`config.mk`:
```
export PLATFORM = sky130hd
export DESIGN_NAME = md5_message_digest_unit
export DESIGN_NICKNAME = d
export VERILOG_FILES = /design/src/rtl/md5_pkg.sv /design/src/rtl/md5_message_digest_unit.sv /design/src/rtl/md5_datapath.sv /design/src/rtl/md5_controller.sv
export VERILOG_INCLUDE_DIRS = /design/src /design/src/rtl
export SDC_FILE = /design/constraint.sdc
export NUM_CORES = 2
export LEC_CHECK = 0
export ABC_CLOCK_PERIOD_IN_PS = 37900
export BUFFER_PORTS_ARGS = -buffer_cell sky130_fd_sc_hd__buf_2
export CAP_MARGIN = 20
export CORE_ASPECT_RATIO = 0.7
export CORE_UTILIZATION = 45
export CTS_BUF_LIST = sky130_fd_sc_hd__clkbuf_16
export CTS_CLUSTER_DIAMETER = 200
export DETAILED_ROUTE_END_ITERATION = 7
export PLACE_DENSITY = 0.71
export SETUP_SLACK_MARGIN = 0.3
export SLEW_MARGIN = 10
export SYNTH_ARGS = -nofsm -noshare
export SYNTH_HDL_FRONTEND = slang
export SYNTH_SLANG_ARGS = --single-unit
```
`constraint.sdc`:
```
create_clock -name clock -period 37.9 [get_ports clock]
set_clock_uncertainty 0.1 [all_clocks]
set_input_delay 9.475 -clock clock [delete_from_list [all_inputs] [get_ports clock]]
set_output_delay 9.475 -clock clock [all_outputs]
set_load 0.02 [all_outputs]
```
`src/rtl/assert_macros.svh`:
```
// Assertion macros for the MD5 digest unit.
`ifndef ASSERT_MACROS_SVH
`define ASSERT_MACROS_SVH
`ifndef SYNTHESIS
`define ASSERT_IMPLIES(label, clk, rst, pre, post) \
   label: assert property (@(posedge clk) disable iff (rst) (pre) |-> (post)) \
      else $error("assertion failed");
`define ASSERT_NEXT(label, clk, rst, pre, post) \
   label: assert property (@(posedge clk) disable iff (rst) (pre) |=> (post)) \
      else $error("assertion failed");
`else
`define ASSERT_IMPLIES(label, clk, rst, pre, post)
`define ASSERT_NEXT(label, clk, rst, pre, post)
`endif
`endif

```
`src/rtl/md5_pkg.sv`:
```
// Package: MD5 constants, round tables and controller/datapath command types.
`default_nettype none
package md5_pkg;
   localparam logic [31:0] INIT_A = 32'h67452301;
   localparam logic [31:0] INIT_B = 32'hefcdab89;
   localparam logic [31:0] INIT_C = 32'h98badcfe;
   localparam logic [31:0] INIT_D = 32'h10325476;
   localparam logic [7:0] PAD_BYTE = 8'h80;
   localparam logic [5:0] LEN_POS = 6'd56;

   typedef enum logic [1:0] {
      BSRC_DATA = 2'd0,
      BSRC_PAD  = 2'd1,
      BSRC_ZERO = 2'd2,
      BSRC_LEN  = 2'd3
   } byte_src_type;

   typedef struct packed {
      logic         write_byte;
      byte_src_type byte_src;
      logic         add_len;
      logic         latch_len;
      logic         round_start;
      logic         round_step;
      logic         round_done;
      logic         restart;
   } md5_cmd_type;

   typedef struct packed {
      logic       block_full;
      logic [5:0] fill;
      logic [5:0] round;
   } md5_status_type;

   function automatic logic [31:0] round_const(input logic [5:0] i);
      logic [31:0] k [64];
      k = '{32'hd76aa478, 32'he8c7b756, 32'h242070db, 32'hc1bdceee, 32'hf57c0faf,
            32'h4787c62a, 32'ha8304613, 32'hfd469501, 32'h698098d8, 32'h8b44f7af,
            32'hffff5bb1, 32'h895cd7be, 32'h6b901122, 32'hfd987193, 32'ha679438e,
            32'h49b40821, 32'hf61e2562, 32'hc040b340, 32'h265e5a51, 32'he9b6c7aa,
            32'hd62f105d, 32'h02441453, 32'hd8a1e681, 32'he7d3fbc8, 32'h21e1cde6,
            32'hc33707d6, 32'hf4d50d87, 32'h455a14ed, 32'ha9e3e905, 32'hfcefa3f8,
            32'h676f02d9, 32'h8d2a4c8a, 32'hfffa3942, 32'h8771f681, 32'h6d9d6122,
            32'hfde5380c, 32'ha4beea44, 32'h4bdecfa9, 32'hf6bb4b60, 32'hbebfbc70,
            32'h289b7ec6, 32'heaa127fa, 32'hd4ef3085, 32'h04881d05, 32'hd9d4d039,
            32'he6db99e5, 32'h1fa27cf8, 32'hc4ac5665, 32'hf4292244, 32'h432aff97,
            32'hab9423a7, 32'hfc93a039, 32'h655b59c3, 32'h8f0ccc92, 32'hffeff47d,
            32'h85845dd1, 32'h6fa87e4f, 32'hfe2ce6e0, 32'ha3014314, 32'h4e0811a1,
            32'hf7537e82, 32'hbd3af235, 32'h2ad7d2bb, 32'heb86d391};
      return k[i];
   endfunction

   function automatic logic [4:0] rot_amount(input logic [5:0] i);
      logic [4:0] r [16];
      r = '{5'd7, 5'd12, 5'd17, 5'd22, 5'd5, 5'd9, 5'd14, 5'd20,
            5'd4, 5'd11, 5'd16, 5'd23, 5'd6, 5'd10, 5'd15, 5'd21};
      return r[{i[5:4], i[1:0]}];
   endfunction

   function automatic logic [3:0] word_index(input logic [5:0] i);
      logic [3:0] g;
      case (i[5:4])
         2'd0: g = i[3:0];
         2'd1: g = 4'(5 * i[3:0] + 1);
         2'd2: g = 4'(3 * i[3:0] + 5);
         default: g = 4'(7 * i[3:0]);
      endcase
      return g;
   endfunction
endpackage
`default_nettype wire

```
`src/rtl/md5_message_digest_unit.sv`:
```
// MD5 message digest unit: top level joining controller and datapath.
// Usage:
//  Input channel req_*: one message byte per transfer. req_tdata = data_byte,
//  req_tuser = byte_valid (byte belongs to message), req_tlast ends the message.
//  Output channel rsp_*: one 128-bit digest per message, digest byte 0 in bits 7:0.
//  Flow: a byte that does not complete a 64-byte block is written and the unit
//  stays ready. A byte that completes a block starts the 64 rounds of the single
//  round unit, one per cycle. The last transfer then runs padding, one byte
//  per cycle while no block is compressed, plus 64 rounds per padded block (one
//  or two blocks), after which rsp_tvalid rises.
//  The unit works on one message at a time; req_tready is low while padding,
//  compressing or holding a digest.
//  Reset: synchronous, active high; chaining words return to the MD5 initial
//  values and the length count clears. While the receiver stalls the digest
//  holds on rsp_tdata and no new byte is taken. After the digest transfer the
//  unit returns to its initial state for the next message.
`default_nettype none
module md5_message_digest_unit (
   input  wire  logic         clock,
   input  wire  logic         reset,
   input  wire  logic         req_tvalid,
   output       logic         req_tready,
   input  wire  logic [7:0]   req_tdata,   // [7:0] data_byte
   input  wire  logic         req_tuser,   // [0] byte_valid
   input  wire  logic         req_tlast,
   output       logic         rsp_tvalid,
   input  wire  logic         rsp_tready,
   output       logic [127:0] rsp_tdata    // [63:0] digest_low, [127:64] digest_high
);
   md5_pkg::md5_cmd_type    cmd;
   md5_pkg::md5_status_type status;

   md5_controller u_ctrl (
      .clock(clock), .reset(reset),
      .req_tvalid(req_tvalid), .req_tready(req_tready),
      .byte_valid(req_tuser), .last(req_tlast),
      .rsp_tvalid(rsp_tvalid), .rsp_tready(rsp_tready),
      .status(status), .cmd(cmd)
   );

   md5_datapath u_dp (
      .clock(clock), .reset(reset), .cmd(cmd), .data_byte(req_tdata),
      .status(status), .digest(rsp_tdata)
   );
endmodule
`default_nettype wire

```
`src/rtl/md5_datapath.sv`:
```
// MD5 datapath: block store, length counter, chaining words and round unit.
`default_nettype none
`include "assert_macros.svh"
module md5_datapath (
   input  wire  logic                   clock,
   input  wire  logic                   reset,
   input  wire  md5_pkg::md5_cmd_type   cmd,
   input  wire  logic [7:0]             data_byte,
   output       md5_pkg::md5_status_type status,
   output       logic [127:0]           digest
);
   logic [31:0] words_ff [16];
   logic [5:0]  fill_ff, fill_in;
   logic [5:0]  round_ff, round_in;
   logic [63:0] len_ff, len_in;
   logic [63:0] len_hold_ff;
   logic [31:0] ch_ff [4];
   logic [31:0] a_ff, b_ff, c_ff, d_ff;
   logic [7:0]  wbyte;
   logic [31:0] f, sum, rot;

   always_comb begin
      case (cmd.byte_src)
         md5_pkg::BSRC_DATA: wbyte = data_byte;
         md5_pkg::BSRC_PAD:  wbyte = md5_pkg::PAD_BYTE;
         md5_pkg::BSRC_LEN:  wbyte = len_hold_ff[{fill_ff[2:0], 3'd0} +: 8];
         default:            wbyte = 8'd0;
      endcase
   end

   assign fill_in = cmd.restart ? 6'd0 : (cmd.write_byte ? fill_ff + 6'd1 : fill_ff);
   assign len_in = cmd.restart ? 64'd0 : (cmd.add_len ? len_ff + 64'd8 : len_ff);
   assign round_in = cmd.round_start ? 6'd0 : (cmd.round_step ? round_ff + 6'd1 : round_ff);

   always_comb begin
      case (round_ff[5:4])
         2'd0: f = (b_ff & c_ff) | (~b_ff & d_ff);
         2'd1: f = (b_ff & d_ff) | (c_ff & ~d_ff);
         2'd2: f = b_ff ^ c_ff ^ d_ff;
         default: f = c_ff ^ (b_ff | ~d_ff);
      endcase
      sum = a_ff + f + md5_pkg::round_const(round_ff)
            + words_ff[md5_pkg::word_index(round_ff)];
      rot = (sum << md5_pkg::rot_amount(round_ff))
            | (sum >> (6'd32 - {1'b0, md5_pkg::rot_amount(round_ff)}));
   end

   always_ff @(posedge clock) begin
      if (cmd.write_byte)
         words_ff[fill_ff[5:2]][{fill_ff[1:0], 3'd0} +: 8] <= wbyte;
      if (cmd.latch_len)
         len_hold_ff <= len_ff;
      if (cmd.round_start) begin
         a_ff <= ch_ff[0];
         b_ff <= ch_ff[1];
         c_ff <= ch_ff[2];
         d_ff <= ch_ff[3];
      end else if (cmd.round_step) begin
         a_ff <= d_ff;
         b_ff <= b_ff + rot;
         c_ff <= b_ff;
         d_ff <= c_ff;
      end
   end

   // final round's outputs fold straight into the chaining words
   always_ff @(posedge clock) begin
      if (reset || cmd.restart) begin
         ch_ff[0] <= md5_pkg::INIT_A;
         ch_ff[1] <= md5_pkg::INIT_B;
         ch_ff[2] <= md5_pkg::INIT_C;
         ch_ff[3] <= md5_pkg::INIT_D;
      end else if (cmd.round_done) begin
         ch_ff[0] <= ch_ff[0] + d_ff;
         ch_ff[1] <= ch_ff[1] + b_ff + rot;
         ch_ff[2] <= ch_ff[2] + b_ff;
         ch_ff[3] <= ch_ff[3] + c_ff;
      end
   end

   always_ff @(posedge clock) begin
      if (reset) begin
         fill_ff  <= 6'd0;
         len_ff   <= 64'd0;
         round_ff <= 6'd0;
      end else begin
         fill_ff  <= fill_in;
         len_ff   <= len_in;
         round_ff <= round_in;
      end
   end

   assign status = '{block_full: (fill_ff == 6'd63), fill: fill_ff, round: round_ff};
   assign digest = {ch_ff[3], ch_ff[2], ch_ff[1], ch_ff[0]};

   `ASSERT_NEXT(a_restart_clear, clock, reset, cmd.restart, fill_ff == 6'd0 && len_ff == 64'd0)
   `ASSERT_NEXT(a_round_start, clock, reset, cmd.round_start, round_ff == 6'd0)
   `ASSERT_IMPLIES(a_done_last, clock, reset, cmd.round_done, round_ff == 6'd63)
endmodule
`default_nettype wire

```
`src/rtl/md5_controller.sv`:
```
// MD5 controller: handshakes, padding sequence and round sequencing.
`default_nettype none
`include "assert_macros.svh"
module md5_controller (
   input  wire  logic                    clock,
   input  wire  logic                    reset,
   input  wire  logic                    req_tvalid,
   output       logic                    req_tready,
   input  wire  logic                    byte_valid,
   input  wire  logic                    last,
   output       logic                    rsp_tvalid,
   input  wire  logic                    rsp_tready,
   input  wire  md5_pkg::md5_status_type status,
   output       md5_pkg::md5_cmd_type    cmd
);
   localparam logic [2:0] ST_IDLE  = 3'd0;
   localparam logic [2:0] ST_ROUND = 3'd1;
   localparam logic [2:0] ST_PAD   = 3'd2;
   localparam logic [2:0] ST_ZERO  = 3'd3;
   localparam logic [2:0] ST_LEN   = 3'd4;
   localparam logic [2:0] ST_OUT   = 3'd5;

   logic [2:0] state_ff, state_in;
   logic [2:0] ret_ff, ret_in;
   logic       accept;

   assign req_tready = (state_ff == ST_IDLE);
   assign rsp_tvalid = (state_ff == ST_OUT);
   assign accept = req_tvalid && req_tready;

   always_comb begin
      cmd = '0;
      cmd.byte_src = md5_pkg::BSRC_DATA;
      state_in = state_ff;
      ret_in = ret_ff;
      case (state_ff)
         ST_IDLE: begin
            if (accept) begin
               cmd.write_byte = byte_valid;
               cmd.add_len = byte_valid;
               if (byte_valid && status.block_full) begin
                  cmd.round_start = 1'b1;
                  state_in = ST_ROUND;
                  ret_in = last ? ST_PAD : ST_IDLE;
               end else if (last) begin
                  state_in = ST_PAD;
               end
            end
         end
         ST_ROUND: begin
            cmd.round_step = 1'b1;
            if (status.round == 6'd63) begin
               cmd.round_done = 1'b1;
               state_in = ret_ff;
            end
         end
         ST_PAD: begin
            cmd.write_byte = 1'b1;
            cmd.byte_src = md5_pkg::BSRC_PAD;
            cmd.latch_len = 1'b1;
            ret_in = ST_ZERO;
            if (status.fill == 6'd63) begin
               cmd.round_start = 1'b1;
               state_in = ST_ROUND;
            end else begin
               state_in = ST_ZERO;
            end
         end
         ST_ZERO: begin
            if (status.fill == md5_pkg::LEN_POS) begin
               state_in = ST_LEN;
            end else begin
               cmd.write_byte = 1'b1;
               cmd.byte_src = md5_pkg::BSRC_ZERO;
               if (status.fill == 6'd63) begin
                  cmd.round_start = 1'b1;
                  ret_in = ST_ZERO;
                  state_in = ST_ROUND;
               end
            end
         end
         ST_LEN: begin
            cmd.write_byte = 1'b1;
            cmd.byte_src = md5_pkg::BSRC_LEN;
            if (status.fill == 6'd63) begin
               cmd.round_start = 1'b1;
               ret_in = ST_OUT;
               state_in = ST_ROUND;
            end
         end
         ST_OUT: begin
            if (rsp_tready) begin
               cmd.restart = 1'b1;
               state_in = ST_IDLE;
            end
         end
         default: state_in = ST_IDLE;
      endcase
   end

   always_ff @(posedge clock) begin
      if (reset) begin
         state_ff <= ST_IDLE;
         ret_ff   <= ST_IDLE;
      end else begin
         state_ff <= state_in;
         ret_ff   <= ret_in;
      end
   end

   `ASSERT_IMPLIES(a_no_accept_busy, clock, reset, state_ff != ST_IDLE, !req_tready)
   `ASSERT_NEXT(a_out_holds, clock, reset, rsp_tvalid && !rsp_tready, rsp_tvalid)
   `ASSERT_IMPLIES(a_one_cmd, clock, reset, 1'b1, !(cmd.round_start && cmd.round_step))
endmodule
`default_nettype wire
```
======== Word-level counts from Yosys, hierarchy flattened ========
Memories as Yosys holds them, arrays and structs flattened.
Index checks and enable logic that the tools add are counted.
storage, ports and cells
  RAM bits ................................ 640
  bits of input ports ..................... 14
  logic and storage cells ................. 149
  memories kept ........................... 4
  output and inout bits ................... 130
  memory bits (read-only) ................. 2128
  register bits ........................... 274
operators by class
  equal/unequal tests ..................... 20
  $mul .................................... 3
  order comparisons ....................... 2
  shifts and indexed selects .............. 5
  add/sub/neg operators ................... 16
  reduce and logical (&&, ||, !) cells .... 13
  multiplexer cells ....................... 57
  bitwise logic cells ..................... 19
memory list
  name              words  width  rd ports  clocked after Yosys merged registers in  write ports  line                RTL
  (name not given)  64     32     1         0                                        0            md5_pkg.sv:50       return k[i];
  u_dp.words_ff     16     32     1         0                                        1            md5_datapath.sv:12  logic [31:0] words_ff [16];
  u_dp.ch_ff        4      32     4         0                                        4            md5_datapath.sv:17  logic [31:0] ch_ff [4];
  (name not given)  16     5      1         0                                        0            md5_pkg.sv:57       return r[{i[5:4], i[1:0]}];
operators by type and width
  cell                                                  count
  2-to-1 mux 32 bit                                     15
  adder 32 bit                                          9
  bitwise AND 32 bit                                    4
  OR 32 bit                                             4
  one-hot mux 32 bit (3 select lines)                   1
  bitwise XOR 32 bit                                    3
  adder 64 x 4 -> 64 bit, second input constant         1
  inverter 32 bit                                       2
  variable part select 64 x 7 -> 8 bit                  1
  2-to-1 mux 3 bit                                      13
  variable shift 8 x 7 -> 32 bit, first input constant  1
  variable part select 8 x 7 -> 32 bit                  1
  << shifter 32 x 5 -> 32 bit                           1
  >> shifter 32 x 6 -> 32 bit                           1
  one-hot mux 8 bit (3 select lines)                    1
  equality test 6 bit, second input constant            3
  one-hot mux 3 bit (6 select lines)                    1
  2-to-1 mux 1 bit                                      16
  adder 6 x 1 -> 6 bit, second input constant           2
  one-hot mux 3 bit (4 select lines)                    1
  one-hot mux 4 bit (3 select lines)                    1
  2-to-1 mux 5 bit                                      2
  multiplier 3 x 4 -> 4 bit, first input constant       2
  != test 2 x 1 -> 1 bit, second input constant         4
  29 further kinds                                      45

======== Logic depth before layout (Yosys ltp) ========
  word-level depth ........................ 12
  gate-level depth with buffers ........... 52
  gate-level depth less buffers ........... 48

======== By module ========
From an unflattened synthesis, not the netlist that was laid out.
second synthesis, totals
  cell total of the unflattened synthesis .. 5140
  area total of the unflattened synthesis .. 55773.5 um2
modules (own cells, without submodules)
  module          area each (um2)  instances  seq. area each (um2)  cells an instance
  md5_datapath    55201.7          1          26355.3               5069
  md5_controller  571.8            1          120.1                 71

======== Worst setup path after synthesis ========
No wires, ideal clock.
  path kind ............................... in2reg
  start point ............................. in reset
  end point ............................... mem u_dp.ch_ff[0][0], enable pin
  stages on the path ...................... 5
  required time ........................... 37.291 ns
  data arrival time ....................... 13.409 ns
  setup time .............................. 0.509 ns
  slack ................................... 23.881 ns
  path buffers ............................ 3
  path through ............................ buf_1 -> a21o_1 -> clkbuf_1 -> clkbuf_1 -> nand2b_1
RTL lines
  what             line                           RTL
  start, declared  md5_message_digest_unit.sv:20  input wire logic reset,
  end, declared    md5_datapath.sv:17

==> impl_metrics.yaml <==
outcome:
  status: "finished with violations"
  failed_checks: "design-rule violations"
setup_path:
  start_kind: "register"
  required_ns: 38.23
  cp-end-kind: "register"
  slowest_delay_ns: 0.70
  worst_path_max_delay_cell: "o41ai_1"
  crit_arrival_ns: 14.41
  critPathKind: "reg2reg"
  crit_fanout: 47
  r2r_start: "u_dp.round_ff[1]"
  r2r_cells: 47
  timing.rr.end: "u_dp.ch_ff[1][29]"
  crit_path_frequent_cell: "nand2_1"
  rrSetupSlack_ns: 23.81
timing:
  fin_crit_sh_pct: 37.2
  final_max_slew_viol_count: 0
  tns_ns: 0
  worst_pin_slew_ns: 1.28
  min_period_ns: 14.09
  finalHoldViolCount: 0
  max_freq_mhz: 71.0
  slew_headroom_pct: 14.6
  grt_setup_unrepaired: "false"
  setup_viol: 0
grt:
  grt_pass1_vias: 39413
  use_met2_pct: 36.2
  overflow: 0
  busiest_layer: "met1"
  grt_pass1_wl_mm: 267
  use_met1_pct: 45.1
  grt_max_degree: 83
  grtUsageMet3_pct: 10.8
  antenna_found_initial: 5
  grt.total_usage_pct: 28.9
logic_synthesis:
  synth-edff-count: 829
  yosysUniqueCellTypes: 96
  synthCells: 5188
  synth_async_sr_flop_share_pct: 0
  avgSynthCellArea_sq_um: 10.7
  synth_area_sq_um: 55300
  ys_ff_latch: 908
  synth-main-ff-cell: "edfxtp_1"
  yosysSeqAreaShare_pct: 47.9
  yosysWarningCount: 0
  syn-num-nets: 5524
drt:
  vias: 43947
  ant_nets: 0
  via_per_inst: 6.32
  drc: 4
  wl_per_cell_um: 26.6
  dr.pass1.iters: 8
  wl_mm: 185
  dr.first_iter.drc_count: 6926
floorplanning:
  start_util_pct: 45.4
  core-area_sq_um: 122000
  die_w_um: 421
  die_h_um: 295
  rows: 107
  io_pins: 144
  dieArea_sq_um: 124000
clocking:
  cts_tree: "built"
  hold_buffers: 0
  cts_buffer_depth: 3
  htreeDepth: 3
  post_cts_buffers: 0
  cts_resized: 0
  cts_sinks: 908
  root_buffer: "clkbuf_16"
  cts_buffers: 89
  clk_pin_slew_ns: 0.07
  clock_latency_ns: 0.73
placement:
  place.gp.congestion: 1.05
  place_hpwl_mm: 138
  io_buffers: 143
job:
  maxCapViolations: 0
min_path:
  min_to: "u_dp.len_hold_ff[63]"
  hold_class: "reg2reg"
  holdPathStages: 0
  worstHoldStart: "u_dp.len_ff[63]"
layout:
  layout.nets: 5575
  drive_gt1_share_pct: 11.2
  area_delta_synth_final_pct: 9.80
==> stage by stage <==
stage          utilization, %  cells  cell area (sq um)  setup WS (ns)  hold slack [ns]
2_1_floorplan               -   5188              55300          23.88            0.328
3_3_place_gp             47.3   6760              57700          24.59            0.346
3_5_place_dp             47.4   6763              57700          24.35            0.363
4_1_cts                  49.7   6928              60500          24.29            0.366
5_1_grt                  49.8   6948              60700          23.20            0.376
6_report                 49.9   6952              60700          23.81            0.364
==> worst max path at each step <==
stage / depth (start not counted) / end / startpoint
3_3_place_gp: 44 / u_dp.ch_ff[1][29] / u_dp.round_ff[0]
6_report: 47 / u_dp.ch_ff[1][29] / u_dp.round_ff[1]
3_5_place_dp: 44 / u_dp.ch_ff[1][29] / u_dp.round_ff[4]
5_1_grt: 44 / u_dp.ch_ff[1][29] / u_dp.round_ff[4]
4_1_cts: 44 / u_dp.ch_ff[1][29] / u_dp.round_ff[4]
2_1_floorplan: 5 / u_dp.ch_ff[0][0] / reset
==> cells by family (layout without fill, tap and decap cells) <==
family	Yosys count	after routing	synth area share, %
multiplexers	240	240	7.79
AO/OA/AOI/OAI	1165	1165	13.6
XOR/XNOR	275	275	4.38
flip-flops	908	908	47.9
adder cells (fa/ha/maj)	348	348	9.11
other	0	4	0
AND/OR/NAND/NOR	1718	1718	13.6
buffers and inverters	534	659	3.68
==> flip-flops by register name, indices dropped and copies added, names as in the netlist <==
register,cells
u_ctrl.ret_ff,3
u_dp.round_ff,6
u_dp.len_ff,61
u_dp.a_ff,32
u_dp.d_ff,32
u_dp.words_ff,512
u_dp.b_ff,32
u_dp.fill_ff,6
u_dp.ch_ff,128
u_ctrl.state_ff,3
u_dp.c_ff,32
u_dp.len_hold_ff,61
==> cell usage after synthesis, types with 100 or more instances <==
master | n | share of area, %
nand2_1 | 674 | 4.6
mux4_2 | 151 | 6.1
o21ai_0 | 262 | 2.4
clkbuf_1 | 206 | 1.4
xnor2_1 | 125 | 2.0
nor3_1 | 100 | 0.90
a21oi_1 | 297 | 2.7
a31oi_1 | 116 | 1.3
inv_1 | 255 | 1.7
nor2_1 | 545 | 3.7
nand3_1 | 106 | 0.96
fa_1 | 100 | 3.6
xor2_1 | 149 | 2.4
edfxtp_1 | 829 | 45
ha_1 | 222 | 5.0
==> layer usage <==
| metal | routed length [um] | vias up | share of wire [%] |
|---|---|---|---|
| li1 | - | 19162 | - |
| met1 | 80200 | 21553 | 43 |
| met2 | 70000 | 2906 | 38 |
| met3 | 29000 | 324 | 16 |
| met4 | 5460 | 2 | 3.0 |
| met5 | 13 | - | 0.0070 |
==> layout by cell type, fill, tap and decap left out, types with 78 or more instances in the layout <==
cell / netlist / final
inv_1: 255 / 273
a21o_1: 79 / 78
xor2_1: 149 / 148
mux4_2: 151 / 151
o21ai_0: 262 / 262
a21oi_1: 297 / 297
buf_2: 16 / 143
nor3_1: 100 / 99
edfxtp_1: 829 / 829
a31oi_1: 116 / 116
xnor2_1: 125 / 121
nor2_1: 545 / 539
nand2_1: 674 / 673
nand3_1: 106 / 106
clkbuf_16: 0 / 90
fa_1: 100 / 100
buf_4: 1 / 85
ha_1: 222 / 222
==> critical path, delay by kind of cell (launching register included) <==
family                     cells  cell delay [ns]
AOI/OAI and AO/OA             23             6.61
xor gates and xnor gates       2             0.48
adders and majority gates      7             2.67
buffers and inverters          7             2.21
DFF                            1             0.31
muxes                          2             0.74
and+or+nand+nor                6             0.59
==> cell type report <==
type / count / area (sq um)
Fill cell: 10802 / 61100
Multi-Input combinational cell: 3746 / 26900
Sequential cell: 908 / 26500
Clock buffer: 90 / 2250
Tap cell: 1635 / 2050
Timing Repair Buffer: 234 / 1440
Inverter: 260 / 976
Clock inverter: 75 / 597
Antenna cell: 4 / 10.0
Power is not shown: default switching activity piles up to over one toggle a cycle in this logic, so the estimate is an artifact.
